--- config.mk ---
export PLATFORM = sky130hd
export DESIGN_NAME = scancode_to_ascii_fifo_unit
export DESIGN_NICKNAME = d
export VERILOG_FILES = /design/src/rtl/s2a_pkg.sv /design/src/rtl/s2a_ram.sv /design/src/rtl/s2a_xlate.sv /design/src/rtl/scancode_to_ascii_fifo_unit.sv
export SDC_FILE = /design/constraint.sdc
export NUM_CORES = 1
export LEC_CHECK = 0
export BUFFER_PORTS_ARGS = -buffer_cell sky130_fd_sc_hd__buf_2
export CAP_MARGIN = 15
export CORE_MARGIN = 5
export CORE_UTILIZATION = 39
export CTS_CLUSTER_SIZE = 24
export DETAILED_ROUTE_END_ITERATION = 12
export GPL_TIMING_DRIVEN = 0
export PLACE_DENSITY = 0.52
export RECOVER_POWER = 25
export SYNTH_ARGS = -nofsm -noshare
export SYNTH_HDL_FRONTEND = slang
export SYNTH_SLANG_ARGS = --single-unit
--- constraint.sdc ---
create_clock -name clk -period 19.55 [get_ports clk]
set_input_delay 1.955 -clock clk [delete_from_list [all_inputs] [get_ports clk]]
set_output_delay 1.955 -clock clk [all_outputs]
set_load 0.05 [all_outputs]
--- src/rtl/s2a_pkg.sv ---
// ----------------------------------------------------------------------------
// s2a_pkg
// Types, constants and scancode tables for the scancode to ASCII FIFO unit.
// ----------------------------------------------------------------------------
package s2a_pkg;

  localparam int FIFO_DEPTH = 128;
  localparam int PTR_W      = (FIFO_DEPTH > 1) ? $clog2(FIFO_DEPTH) : 1;
  localparam int ENTRY_W    = 9;

  localparam logic       REQ_SCAN   = 1'b0;
  localparam logic       REQ_POP    = 1'b1;

  localparam logic [7:0] SC_PREFIX  = 8'hE0;
  localparam logic [6:0] SC_LSHIFT  = 7'h2A;
  localparam logic [6:0] SC_RSHIFT  = 7'h36;
  localparam logic [6:0] SC_CAPS    = 7'h3A;

  localparam logic [7:0] NAV_UP     = 8'd0;
  localparam logic [7:0] NAV_DOWN   = 8'd1;
  localparam logic [7:0] NAV_LEFT   = 8'd2;
  localparam logic [7:0] NAV_RIGHT  = 8'd3;
  localparam logic [7:0] NAV_HOME   = 8'd4;
  localparam logic [7:0] NAV_END    = 8'd5;
  localparam logic [7:0] NAV_DEL    = 8'd6;
  localparam logic [7:0] NAV_PGUP   = 8'd7;
  localparam logic [7:0] NAV_PGDN   = 8'd8;

  typedef struct packed {
    logic       req_type;
    logic [7:0] scan_byte;
  } in_item_t;

  typedef struct packed {
    logic       char_valid;
    logic       is_special;
    logic [7:0] char_code;
  } out_item_t;

  typedef struct packed {
    logic       is_special;
    logic [7:0] char_code;
  } fifo_entry_t;

  typedef struct packed {
    logic        shift_held;
    logic        caps_on;
    logic        prefix_seen;
    logic        put;
    fifo_entry_t entry;
  } xlate_t;

  function automatic logic [7:0] plain_char(input logic [6:0] code);
    logic [7:0] ch;
    case (code)
      7'h01: ch = 8'd27;
      7'h02: ch = "1";
      7'h03: ch = "2";
      7'h04: ch = "3";
      7'h05: ch = "4";
      7'h06: ch = "5";
      7'h07: ch = "6";
      7'h08: ch = "7";
      7'h09: ch = "8";
      7'h0A: ch = "9";
      7'h0B: ch = "0";
      7'h0C: ch = "-";
      7'h0D: ch = "=";
      7'h0E: ch = 8'd8;
      7'h0F: ch = 8'd9;
      7'h10: ch = "q";
      7'h11: ch = "w";
      7'h12: ch = "e";
      7'h13: ch = "r";
      7'h14: ch = "t";
      7'h15: ch = "y";
      7'h16: ch = "u";
      7'h17: ch = "i";
      7'h18: ch = "o";
      7'h19: ch = "p";
      7'h1A: ch = 8'h5B;
      7'h1B: ch = 8'h5D;
      7'h1C: ch = 8'd10;
      7'h1E: ch = "a";
      7'h1F: ch = "s";
      7'h20: ch = "d";
      7'h21: ch = "f";
      7'h22: ch = "g";
      7'h23: ch = "h";
      7'h24: ch = "j";
      7'h25: ch = "k";
      7'h26: ch = "l";
      7'h27: ch = 8'h3B;
      7'h28: ch = 8'h27;
      7'h29: ch = 8'h60;
      7'h2B: ch = 8'h5C;
      7'h2C: ch = "z";
      7'h2D: ch = "x";
      7'h2E: ch = "c";
      7'h2F: ch = "v";
      7'h30: ch = "b";
      7'h31: ch = "n";
      7'h32: ch = "m";
      7'h33: ch = 8'h2C;
      7'h34: ch = 8'h2E;
      7'h35: ch = 8'h2F;
      7'h37: ch = 8'h2A;
      7'h39: ch = 8'h20;
      default: ch = 8'd0;
    endcase
    return ch;
  endfunction

  function automatic logic [7:0] shift_char(input logic [6:0] code);
    logic [7:0] ch;
    case (code)
      7'h02: ch = 8'h21;
      7'h03: ch = 8'h40;
      7'h04: ch = 8'h23;
      7'h05: ch = 8'h24;
      7'h06: ch = 8'h25;
      7'h07: ch = 8'h5E;
      7'h08: ch = 8'h26;
      7'h09: ch = 8'h2A;
      7'h0A: ch = 8'h28;
      7'h0B: ch = 8'h29;
      7'h0C: ch = 8'h5F;
      7'h0D: ch = 8'h2B;
      7'h1A: ch = 8'h7B;
      7'h1B: ch = 8'h7D;
      7'h27: ch = 8'h3A;
      7'h28: ch = 8'h22;
      7'h29: ch = 8'h7E;
      7'h2B: ch = 8'h7C;
      7'h33: ch = 8'h3C;
      7'h34: ch = 8'h3E;
      7'h35: ch = 8'h3F;
      default: begin
        ch = plain_char(code);
        if (ch >= "a" && ch <= "z") begin
          ch = ch ^ 8'h20;
        end
      end
    endcase
    return ch;
  endfunction

endpackage

--- src/rtl/s2a_ram.sv ---
// ----------------------------------------------------------------------------
// s2a_ram
// Generic single-write, single-read RAM with registered read data.
// ----------------------------------------------------------------------------
module s2a_ram #(
  parameter int WIDTH  = 8,
  parameter int DEPTH  = 16,
  parameter int ADDR_W = (DEPTH > 1) ? $clog2(DEPTH) : 1
) (
  input  logic              clk,
  input  logic              we,
  input  logic [ADDR_W-1:0] waddr,
  input  logic [WIDTH-1:0]  wdata,
  input  logic              re,
  input  logic [ADDR_W-1:0] raddr,
  output logic [WIDTH-1:0]  rdata
);

  logic [WIDTH-1:0] mem [DEPTH];

  always_ff @(posedge clk) begin
    if (we) begin
      mem[waddr] <= wdata;
    end
    if (re) begin
      rdata <= mem[raddr];
    end
  end

endmodule

--- src/rtl/s2a_xlate.sv ---
// ----------------------------------------------------------------------------
// s2a_xlate
// Scancode decoder: next modifier flags and the FIFO entry for one byte.
// ----------------------------------------------------------------------------
module s2a_xlate import s2a_pkg::*; (
  input  logic [7:0] scan_byte,
  input  logic       shift_held,
  input  logic       caps_on,
  input  logic       prefix_seen,
  output xlate_t     xlate
);

  logic [6:0] code;
  logic [7:0] ch;
  logic [7:0] nav;
  logic       nav_hit;

  assign code = scan_byte[6:0];

  always_comb begin
    nav_hit = 1'b1;
    case (code)
      7'h48:   nav = NAV_UP;
      7'h50:   nav = NAV_DOWN;
      7'h4B:   nav = NAV_LEFT;
      7'h4D:   nav = NAV_RIGHT;
      7'h47:   nav = NAV_HOME;
      7'h4F:   nav = NAV_END;
      7'h53:   nav = NAV_DEL;
      7'h49:   nav = NAV_PGUP;
      7'h51:   nav = NAV_PGDN;
      default: begin
        nav     = 8'd0;
        nav_hit = 1'b0;
      end
    endcase
  end

  always_comb begin
    ch = shift_held ? shift_char(code) : plain_char(code);
    if (caps_on && ((ch >= "a" && ch <= "z") || (ch >= "A" && ch <= "Z"))) begin
      ch = ch ^ 8'h20;
    end
  end

  always_comb begin
    xlate.shift_held = shift_held;
    xlate.caps_on    = caps_on;
    xlate.prefix_seen = prefix_seen;
    xlate.put        = 1'b0;
    xlate.entry      = '{is_special: 1'b0, char_code: ch};
    if (scan_byte == SC_PREFIX) begin
      xlate.prefix_seen = 1'b1;
    end else if (scan_byte[7]) begin
      xlate.prefix_seen = 1'b0;
      if (!prefix_seen && (code == SC_LSHIFT || code == SC_RSHIFT)) begin
        xlate.shift_held = 1'b0;
      end
    end else if (prefix_seen) begin
      xlate.prefix_seen = 1'b0;
      xlate.put         = nav_hit;
      xlate.entry       = '{is_special: 1'b1, char_code: nav};
    end else if (code == SC_LSHIFT || code == SC_RSHIFT) begin
      xlate.shift_held = 1'b1;
    end else if (code == SC_CAPS) begin
      xlate.caps_on = !caps_on;
    end else begin
      xlate.put = (ch != 8'd0);
    end
  end

endmodule

--- src/rtl/scancode_to_ascii_fifo_unit.sv ---
// ----------------------------------------------------------------------------
// scancode_to_ascii_fifo_unit
// PS/2 set-1 scancode translator feeding a character ring FIFO with pops.
// ----------------------------------------------------------------------------
//   port group   direction  payload      handshake
//   in_*         into unit  in_item_t    in_valid / in_stall
//   out_*        from unit  out_item_t   out_valid / out_stall
//
// One transaction per cycle is taken unless the input stalls. A scancode
// updates the flags and may write the FIFO RAM in the cycle it is taken and
// gives no result. A pop reads the RAM port in the cycle it is taken; its
// result waits for a free output register. Input stalls only while a read
// result and a stalled output register are both held. Reset empties the
// FIFO and clears the flags; RAM contents are not cleared.
// ----------------------------------------------------------------------------
module scancode_to_ascii_fifo_unit import s2a_pkg::*; (
  input  logic      clk,
  input  logic      rst,
  input  logic      in_valid,
  output logic      in_stall,
  input  in_item_t  in_data,
  output logic      out_valid,
  input  logic      out_stall,
  output out_item_t out_data
);

  logic [PTR_W-1:0] write_ptr;
  logic [PTR_W-1:0] read_ptr;
  logic [PTR_W-1:0] write_ptr_inc;
  logic [PTR_W-1:0] read_ptr_inc;
  logic             shift_held;
  logic             caps_on;
  logic             prefix_seen;
  logic             rd_valid;
  logic             rd_hit;
  logic             accept;
  logic             take_scan;
  logic             take_pop;
  logic             fifo_empty;
  logic             fifo_full;
  logic             do_write;
  logic             rd_move;
  xlate_t           xlate;
  fifo_entry_t      rd_entry;

  assign write_ptr_inc = (write_ptr == PTR_W'(FIFO_DEPTH - 1)) ? '0 : write_ptr + 1'b1;
  assign read_ptr_inc  = (read_ptr == PTR_W'(FIFO_DEPTH - 1)) ? '0 : read_ptr + 1'b1;
  assign fifo_empty    = (write_ptr == read_ptr);
  assign fifo_full     = (write_ptr_inc == read_ptr);

  assign rd_move   = rd_valid && (!out_valid || !out_stall);
  assign in_stall  = rd_valid && out_valid && out_stall;
  assign accept    = in_valid && !in_stall;
  assign take_scan = accept && (in_data.req_type == REQ_SCAN);
  assign take_pop  = accept && (in_data.req_type == REQ_POP);
  assign do_write  = take_scan && xlate.put && !fifo_full;

  s2a_xlate u_xlate (
    .scan_byte   (in_data.scan_byte),
    .shift_held  (shift_held),
    .caps_on     (caps_on),
    .prefix_seen (prefix_seen),
    .xlate       (xlate)
  );

  s2a_ram #(
    .WIDTH (ENTRY_W),
    .DEPTH (FIFO_DEPTH)
  ) u_ram (
    .clk   (clk),
    .we    (do_write),
    .waddr (write_ptr),
    .wdata (xlate.entry),
    .re    (take_pop),
    .raddr (read_ptr),
    .rdata (rd_entry)
  );

  always_ff @(posedge clk) begin
    if (rst) begin
      write_ptr   <= '0;
      read_ptr    <= '0;
      shift_held  <= 1'b0;
      caps_on     <= 1'b0;
      prefix_seen <= 1'b0;
    end else begin
      if (take_scan) begin
        shift_held  <= xlate.shift_held;
        caps_on     <= xlate.caps_on;
        prefix_seen <= xlate.prefix_seen;
      end
      if (do_write) begin
        write_ptr <= write_ptr_inc;
      end
      if (take_pop && !fifo_empty) begin
        read_ptr <= read_ptr_inc;
      end
    end
  end

  // hold the read result until the output register is free
  always_ff @(posedge clk) begin
    if (rst) begin
      rd_valid <= 1'b0;
    end else if (take_pop) begin
      rd_valid <= 1'b1;
    end else if (rd_move) begin
      rd_valid <= 1'b0;
    end
  end

  always_ff @(posedge clk) begin
    if (take_pop) begin
      rd_hit <= !fifo_empty;
    end
  end

  always_ff @(posedge clk) begin
    if (rst) begin
      out_valid <= 1'b0;
    end else if (rd_move) begin
      out_valid <= 1'b1;
    end else if (!out_stall) begin
      out_valid <= 1'b0;
    end
  end

  always_ff @(posedge clk) begin
    if (rd_move) begin
      out_data.char_valid <= rd_hit;
      out_data.is_special <= rd_hit && rd_entry.is_special;
      out_data.char_code  <= rd_hit ? rd_entry.char_code : 8'd0;
    end
  end

endmodule

# Yosys cells after proc, flatten, opt, wreduce, memory -nomap -nowiden
# Memories as Yosys holds them, arrays and structs flattened. A register that Yosys moved wholly into a read port is not among the register bits.
# Index checks and enable logic that the tools add are counted.
# word_totals
register_bits	30
in_bits	13
romBits	896
out_inout_bits	12
ramBits	1152
n_memories	3
# memory_table
memory	words	width	read_ports	rd_ports_with_merged_regs	write_ports	line_no	text
u_ram.mem	128	9	1	1	1	s2a_ram.sv:19	logic [WIDTH-1:0] mem [DEPTH];
(no name shown)	64	7	1	0	0	s2a_pkg.sv:55	case (code)
(no name shown)	64	7	1	0	0	s2a_pkg.sv:55	
# op_classes
n_reduce_logical	32
order_cmp	6
mux	30
n_bitwise	7
eq_ne	41
add_sub_neg	2
# ops
operator	n
$pmux W8 S21	1
$eq A7 B7 Y1 const B	11
$eq A7 B6 Y1 const B	10
$eq A7 B4 Y1 const B	6
$mux W8	4
$pmux W4 S8	1
$eq A7 B3 Y1 const B	4
$ge A8 B7 Y1 const B	3
$le A8 B7 Y1 const B	3
$reduce_or A21 Y1	1
$mux W10	2
$mux W1	16
$logic_and A1 B1 Y1	15
$add A7 B1 Y7 const B	2
$eq A7 B2 Y1 const B	2
$eq A7 B5 Y1 const B	2
$eq A7 B7 Y1	2
$mux W7	2
$mux W6	2
$mux W9	1
$reduce_or A9 Y1	1
$eq A8 B8 Y1 const B	1
$reduce_bool A8 Y1	1
$logic_not A1 Y1	7
other kinds (8)	18

# Depth between registers and ports, before layout
# Gate-level depths: netlist of the first run.
# logic_depth
depth_word	23
depth_mapped	16

# Hierarchy
# Synthesis of the first run repeated with hierarchy kept, for this count alone.
# unflattened
cells_unflattened	2234
area_unflattened_um2	47919.7
# by_module_without_submodules
module	cells_each	seq_area_each_um2	n_inst	area_per_inst_um2
s2a_ram	1816	34863.4	1	44619.0
s2a_xlate	263	0.0	1	1774.2
scancode_to_ascii_fifo_unit	155	710.7	1	1526.5

# Worst setup path after synthesis of the first run
# OpenSTA, ideal clock, no wires.
# synth_timing
path_type	input -> register
start	input port in_data[0] (netlist bit)
end	memory u_ram.mem[0][4] (netlist bit) (data pin)
required_ns	18.322
n_path_buf	1
arrival_ns	9.162
setup_slack_ns	9.160
setup_ns	1.228
stages	9
cell_sequence	clkbuf_1 -> inv_1 -> ha_1 -> nor4b_2 -> o211ai_1 -> a311o_1 -> o31ai_4 -> nor2_1 -> a211oi_1
# synth_via
elab_chain_len	10
# synth_lines
element	line_no	text
start: declaration	scancode_to_ascii_fifo_unit.sv:21	input in_item_t in_data,
$mem_v2 Z64 W7	n/a	
$mux W8	s2a_pkg.sv:55	
$mux W8	s2a_pkg.sv:116	case (code)
$mux W6	s2a_pkg.sv:140	if (ch >= "a" && ch <= "z") begin
$pmux W8 S21	s2a_pkg.sv:116	
$mux W8	s2a_xlate.sv:40	ch = shift_held ? shift_char(code) : plain_char(code);
$mux W6	s2a_xlate.sv:41	if (caps_on && ((ch >= "a" && ch <= "z") || (ch >= "A" && ch <= "Z"))) begin
$mux W9	s2a_xlate.sv:59	end else if (prefix_seen) begin
$mux W10	s2a_xlate.sv:54	end else if (scan_byte[7]) begin
$mux W10 (*)	s2a_xlate.sv:52	if (scan_byte == SC_PREFIX) begin
net u_ram.wdata[4]	s2a_ram.sv:13	input logic [WIDTH-1:0] wdata,
end: declaration	s2a_ram.sv:19	
# The timed path passes the listed nets; every way through them passes the cells marked *. The select of a mux whose other input is x is not followed.

# Worst setup path after layout of the first run
# layout_timing
start	input port in_data[0] (netlist bit)
end	memory u_ram.mem[45][2] (netlist bit) (data pin)
# The elaborated chain is that of the path after synthesis.

==> metrics.cfg, run 1 <==
[synth]
synth_xor_area_frac = 0.00388
synth_compound_area_frac = 0.0194
yosys.area_share.simple = 0.0369
synth_fa_ha_area_frac = 0.00408
synth_seq_cells = 1061
synthFlopType = edfxtp_1
seq_area_frac_synth = 0.738
synthesis.nets = 2070
synth_top_family_by_area = multiplexers
synth_edf_count = 1042
synthMuxAreaShare = 0.183
synth_cell_types = 75
yosys_warnings = 0
syn_area_sq_um = 42900
synthCells = 2043
async_flop_share = 0
avgSynthCellArea_sq_um = 21.0

[routing]
drc = 0
drt_pass1_iterations = 5
wl_um = 112000
drtAntennaViolNets = 0
drtIter0Drc = 2200
vias = 21300
vias_per_cell = 5.64
post_drt_wl_per_cell_um = 29.7

[pwr]
powerDensity_nw_per_um2 = 97.8
ir_worst_vdd_mv = 0.0673
power.leakage_nw = 14.6

[placed_design]
io_buffer_count = 21
place_hpwl_um = 76500
place_ws_ps = 11720
gp_congestion = 0.892

[clocking]
cts_tree = yes
cts_setup_buffers = 0
insertion_delay_ps = 690
clk_pin_slew_ps = 60
htree_num_levels = 3
cts_made_buffers = 109
cts_sinks = 1061
cts-hold-fix-buffers = 0
postCtsResizedCells = 0
clock_path_buffers = 3
clockRootBuffer = clkbuf_16

[layout]
fin_nets = 2240
final_util = 0.448
antenna_cells = 0
drive_above_1_share = 0.254
area_growth_syn_to_layout_pct = 14.0

[grt]
grt_max_degree = 89
grt_overflow = 0
grt_first_pass_wirelength_um = 161000
antenna_found_initial = 1
grt_usage = 0.192
grt_pass1_vias = 21500

[sta]
period_needed_ps = 8330
fin_tns_setup_ps = 0
max_freq_mhz = 120
slew_headroom = -1.70
worst_pin_slew_ps = 4050
maxSlewViolCount = 418
setup_violations = 0
fin_ws_ps = 11220
timing_hold_violations_final = 0
rsz0062_at_grt = no
skew_ps = 27.2
fin_crit_sh = 0.426

[setup_path]
path_buf_inv = 5
end_kind = flop
crit_family = buffers and inverters
critical_path_class = input port to flop
timing.critical_path.mode_cell = clkbuf_1
cp.required_ps = 19740
path_cells = clkbuf_1 > clkbuf_1 > inv_1 > ha_1 > nor4b_1 > o211ai_1 > a311o_1 > o31ai_1 > mux2i_1 > nand2_1 > o21ai_0 > clkbuf_1 > clkbuf_1
critPathLaunchType = input port
cp_slowest_cell = clkbuf_1
worstPathArrival_ps = 8530
critPathMaxStageDelay_ps = 1500
cp_max_fo = 36

[status]
violations = max-capacitance violations, max-slew violations
status = finished with violations

[die]
start_util = 0.393
num_io_pins = 25
dieArea_sq_um = 117000
die_h_um = 342
dieWidth_um = 342
core-area_sq_um = 109000
core.rowCount = 121

[run]
drv_cap = 11

[hold_path]
hold_path.class = flop to flop

## state kept, by name, indices dropped and copies added (netlist names)
signal,flops
caps_on,1
out_data,9
out_valid,1
prefix_seen,1
rd_hit,1
rd_valid,1
read_ptr,7
shift_held,1
u_ram.mem,1024
u_ram.rdata,8
write_ptr,7
## through the flow
stage	hold WS, ps	area, sq um	power, mW	cells
floorplan	453	42900	2.69	2043
global placement	476	44900	2.79	3540
detailed placement	482	45600	2.78	3573
CTS	509	49200	4.84	3774
global route	554	48900	4.94	3779
finish	504	48900	4.78	3779
## area by class of cell
type | count | area (sq um)
fill | 9189 | 60200
inverter | 17 | 65.1
buffer | 128 | 569
timing repair buffer | 59 | 617
multi-input combinational | 837 | 10600
clock inverter | 68 | 673
clock buffer | 133 | 2880
tap | 1476 | 1850
sequential | 1061 | 31700
## path summary, 6_finish.rpt
kind,start,to,slack (ps),depth (start not counted)
worst min-delay path,rd_valid,out_valid,500,2
worst min register to register,rd_valid,out_valid,500,2
worst max-delay path,in_data[0],u_ram.mem[45][2],11220,13
worst max register to register,prefix_seen,u_ram.mem[46][4],13660,7
## power by group
| group | internal [mW] | leakage, nW | switching (mW) |
|---|---|---|---|
| Clock | 1.19 | 1.74 | 0.869 |
| Combinational | 0.0602 | 3.17 | 0.134 |
| Sequential | 2.53 | 9.67 | 0.00199 |
| Total | 3.78 | 14.6 | 1.00 |
## synthesized netlist by cell type (all sizes together) (3+ instances only)
master / number / area (sq um)
edfxtp: 1042 / 31300
o311ai: 3 / 26.3
o32ai: 5 / 43.8
nand2: 37 / 139
ha: 14 / 175
nor3: 11 / 55.1
o21ai: 28 / 140
a2bb2oi: 3 / 26.3
xor2: 9 / 78.8
a31oi: 5 / 31.3
a21oi: 23 / 115
a2111oi: 4 / 41.3
nor4: 3 / 18.8
mux2: 13 / 146
buf: 54 / 289
mux4: 338 / 7610
clkbuf: 74 / 279
a311o: 3 / 30.0
o22ai: 5 / 31.3
nand2b: 13 / 81.3
or4: 3 / 30.0
nor3b: 3 / 22.5
and2: 13 / 81.3
o31ai: 4 / 43.8
a211oi: 6 / 45.0
nand4: 11 / 68.8
nand3: 21 / 105
dfxtp: 19 / 380
a21o: 5 / 37.5
xnor2: 10 / 87.6
and3: 3 / 18.8
mux2i: 11 / 110
nor2: 164 / 681
inv: 17 / 63.8
nand4b: 3 / 26.3
or3: 7 / 43.8
a221oi: 3 / 26.3
or2: 4 / 25.0
o211ai: 3 / 22.5
nor2b: 15 / 93.8
a22oi: 4 / 30.0
nand3b: 3 / 22.5
## worst min-delay path, delay by kind of cell (launching register included)
family | cells | cell delay, ps
AOI/OAI and AO/OA | 1 | 50
DFF | 1 | 350
and+or+nand+nor | 1 | 70
## layer usage
metal  vias to the layer above  wire, um  global-route usage  part of all wire
li1                       8891         -                   -                 -
met4                         0      2310              0.0457             0.021
met3                       128      7560              0.0354             0.067
met5                         -         0                   0                 0
met1                     11500     49300               0.280              0.44
met2                       775     53000               0.302              0.47
## layout by cell type (no fill, tap or decap), types with 8 or more instances in the layout
cell type	netlist	layout
nand3_1	21	21
o21ai_0	26	26
nor2_4	8	8
xnor2_1	10	10
clkinv_2	0	26
nor2_1	154	154
clkinv_1	0	21
nor2b_1	15	15
mux2_2	12	11
clkbuf_16	0	111
clkbuf_1	73	124
ha_1	14	14
xor2_1	9	9
buf_2	14	19
and2_0	1	8
inv_1	16	15
mux2i_1	11	10
buf_8	0	11
dfxtp_1	19	19
nand2b_1	13	13
buf_1	31	27
mux4_2	338	338
nor3_1	11	11
nand2_1	37	37
edfxtp_1	1042	1042
bufinv_16	0	11
nand4_1	11	11
buf_12	1	8
a21oi_1	23	23
## cells by family (layout without fill, tap and decap cells)
logic type	count (synthesis)	in the layout
compound gates	120	120
xor+xnor	19	19
fa+ha+maj	14	14
buf+inv	145	405
flops	1061	1061
mux	362	362
other cells	1	1
simple gates	321	321
Power figures use the tool's default switching activity.
==> run 2: changes to the inputs <==
==> constraint.sdc (replaced) <==
create_clock -name clk -period 7.7 [get_ports clk]
set_input_delay 0.77 -clock clk [delete_from_list [all_inputs] [get_ports clk]]
set_output_delay 0.77 -clock clk [all_outputs]
set_load 0.05 [all_outputs]
==> run 2 against run 1 <==
Net effect: the run still ends with max-capacitance violations, max-slew violations left; via count grew 0.53%; wire length fell by 0.24%; global-route usage barely moved; final area increased by 0.21%; clock power increased to 2.5 times the previous value; largest cell class unchanged.
==> metrics.cfg, run 2 (same netlist as run 1, synthesis figures left out) <==
[layout]
final_util = 0.449  ; +0.000928
area_growth_syn_to_layout_pct = 14.2
fillCellCount = 9144  ; -0.49%
reg_top3 = u_ram.mem: 1024 flops, out_data: 9 flops, u_ram.rdata: 8 flops
largest_reg_flops = 1024  ; unchanged
fin_nets = 2240  ; unchanged
drive_above_1_share = 0.254  ; about the same
layout_common_cells = edfxtp_1, mux4_2, nor2_1
final_common_cell = edfxtp_1
top_register = u_ram.mem

[setup_path]
path_cells = clkbuf_1 > clkinvlp_2 > ha_1 > clkbuf_1 > inv_1 > nand2_1 > a311o_1 > o31ai_4 > or3_1 > o22ai_1 > nand4_1 > buf_2 > nand4b_1 > buf_2 > nor2_1
critPathLaunchType = input port
cp_slowest_cell = nand4b_1
ff2ff_path_depth = 7  ; unchanged
reg2reg_from = prefix_seen
cp_max_fo = 13  ; -64%
worstPathArrival_ps = 6770  ; -1760 ps
critical_path_class = input port to flop
end_kind = flop
critPathMaxStageDelay_ps = 800  ; -700 ps
reg2reg_to = u_ram.mem[44][4]
cp.required_ps = 7990  ; -11750 ps
rrSetupSlack_ps = 1700  ; -11960 ps

[clocking]
clk_pin_slew_ps = 60  ; about the same
cts_tree = yes
cts_sinks = 1061  ; unchanged
postCtsResizedCells = 0  ; unchanged
cts_setup_buffers = 0  ; unchanged
clock_path_buffers = 3  ; unchanged
insertion_delay_ps = 690  ; about the same
clockRootBuffer = clkbuf_16
cts-hold-fix-buffers = 0  ; unchanged
htree_num_levels = 3  ; unchanged
cts_made_buffers = 109  ; unchanged

[pwr]
power.leakage_nw = 14.6  ; +0.16%
ir_worst_vdd_mv = 0.186  ; +180%
powerDensity_nw_per_um2 = 248  ; +150%

[routing]
post_drt_wl_per_cell_um = 29.6  ; -0.32%
vias_per_cell = 5.66  ; +0.46%
drtAntennaViolNets = 0  ; unchanged
drtIter0Drc = 2255  ; +2.5%
drt_pass1_iterations = 5  ; unchanged
wl_um = 112000  ; -0.24%
drc = 0  ; unchanged
vias = 21400  ; +0.53%

[status]
violations = max-capacitance violations, max-slew violations
status = finished with violations

[hold_path]
worstHoldStart = in_data[7]
hold_path.class = input port to flop
min_path_cells = 2  ; unchanged
hold_end = shift_held

[grt]
antenna_found_initial = 3  ; +2
grt_first_pass_wirelength_um = 161000  ; +0.28%
grt_usage = 0.191  ; -0.000246
grt_pass1_vias = 21600  ; +0.49%
grt_overflow = 0  ; unchanged
grt_max_degree = 89  ; unchanged

[sta]
slew_headroom = -1.85  ; -0.155
fin_crit_sh = 0.841
fin_tns_setup_ps = 0  ; unchanged
worst_pin_slew_ps = 4240  ; +188 ps
fin_ws_ps = 1220  ; -9990 ps
max_freq_mhz = 154
setup_violations = 0  ; unchanged
rsz0062_at_grt = no
period_needed_ps = 6480
skew_ps = 33.0  ; +5.79 ps
maxSlewViolCount = 286  ; -32%
timing_hold_violations_final = 0  ; unchanged

[die]
start_util = 0.393  ; unchanged
dieArea_sq_um = 117000  ; unchanged
die_h_um = 342  ; unchanged
core.rowCount = 121  ; unchanged
num_io_pins = 25  ; unchanged
core-area_sq_um = 109000  ; unchanged
dieWidth_um = 342  ; unchanged

[placed_design]
gp_congestion = 0.882  ; -1.1%
place_ws_ps = 1250  ; -10470 ps
io_buffer_count = 21  ; unchanged
place_hpwl_um = 76500  ; about the same

[run]
drv_cap = 7  ; -4

[run 2: cell types whose count changed in the layout (fill, tap and decap cells not counted), sizes merged]
cell      before  now
inv           16   18
clkinvlp       5    3
clkbuf       240  243
buf           80   86
clkinv        53   46
diode          0    1
[run 2: report_power, final]
group / switching (mW) / internal [mW]
clock: 2.16 / 3.05
sequential: 0.00521 / 6.42
combinational: 0.345 / 0.161
[run 2: per-layer routing]
metal	wire length (um)	track usage
met1	49700	0.285
met2	53400	0.305
met3	6830	0.0266
met4	2010	0.0406
met5	0	0
[run 2: worst max path at each step]
stage | cells after the start | slack (ps) | start | endpoint
6_report | 15 | 1220 | in_data[1] | u_ram.mem[18][1]
5_1_grt | 14 | 900 | in_data[1] | u_ram.mem[47][2]
4_1_cts | 15 | 1970 | in_data[0] | u_ram.mem[18][1]
3_5_place_dp | 15 | 1250 | in_data[0] | u_ram.mem[50][2]
3_3_place_gp | 5 | -10900 | in_data[7] | u_ram.mem[42][4]
2_1_floorplan | 9 | -1180 | in_data[1] | u_ram.mem[0][4]
[run 2: through the flow]
stage                     area (sq um)  total power [mW]  hold WS (ps)  instances
after detailed placement         45700              7.06           502       3573
final                            49000              12.1           375       3782
after CTS                        49200              12.3           340       3776
after global placement           44900              7.07           477       3540
after global routing             49000              12.5           376       3781
after floorplan                  43000              6.83           453       2043
[run 2: area by class of cell]
class | instances | area [sq um] | area share
antenna | 1 | 2.50 | 0.0000510
buffer | 128 | 579 | 0.0118
clock buffer | 142 | 2950 | 0.0601
clock inverter | 61 | 593 | 0.0121
inverter | 17 | 66.3 | 0.00135
multi-input combinational | 837 | 10700 | 0.217
sequential | 1061 | 31700 | 0.646
tap | 1476 | 1850 | 0.0377
timing repair buffer | 59 | 678 | 0.0138
[run 2: worst max-delay path: cells and delay by family]
kind	cells	cell delay, ps
buf+inv	6	2580
compound gates	3	940
fa+ha+maj	1	440
simple gates	5	2000
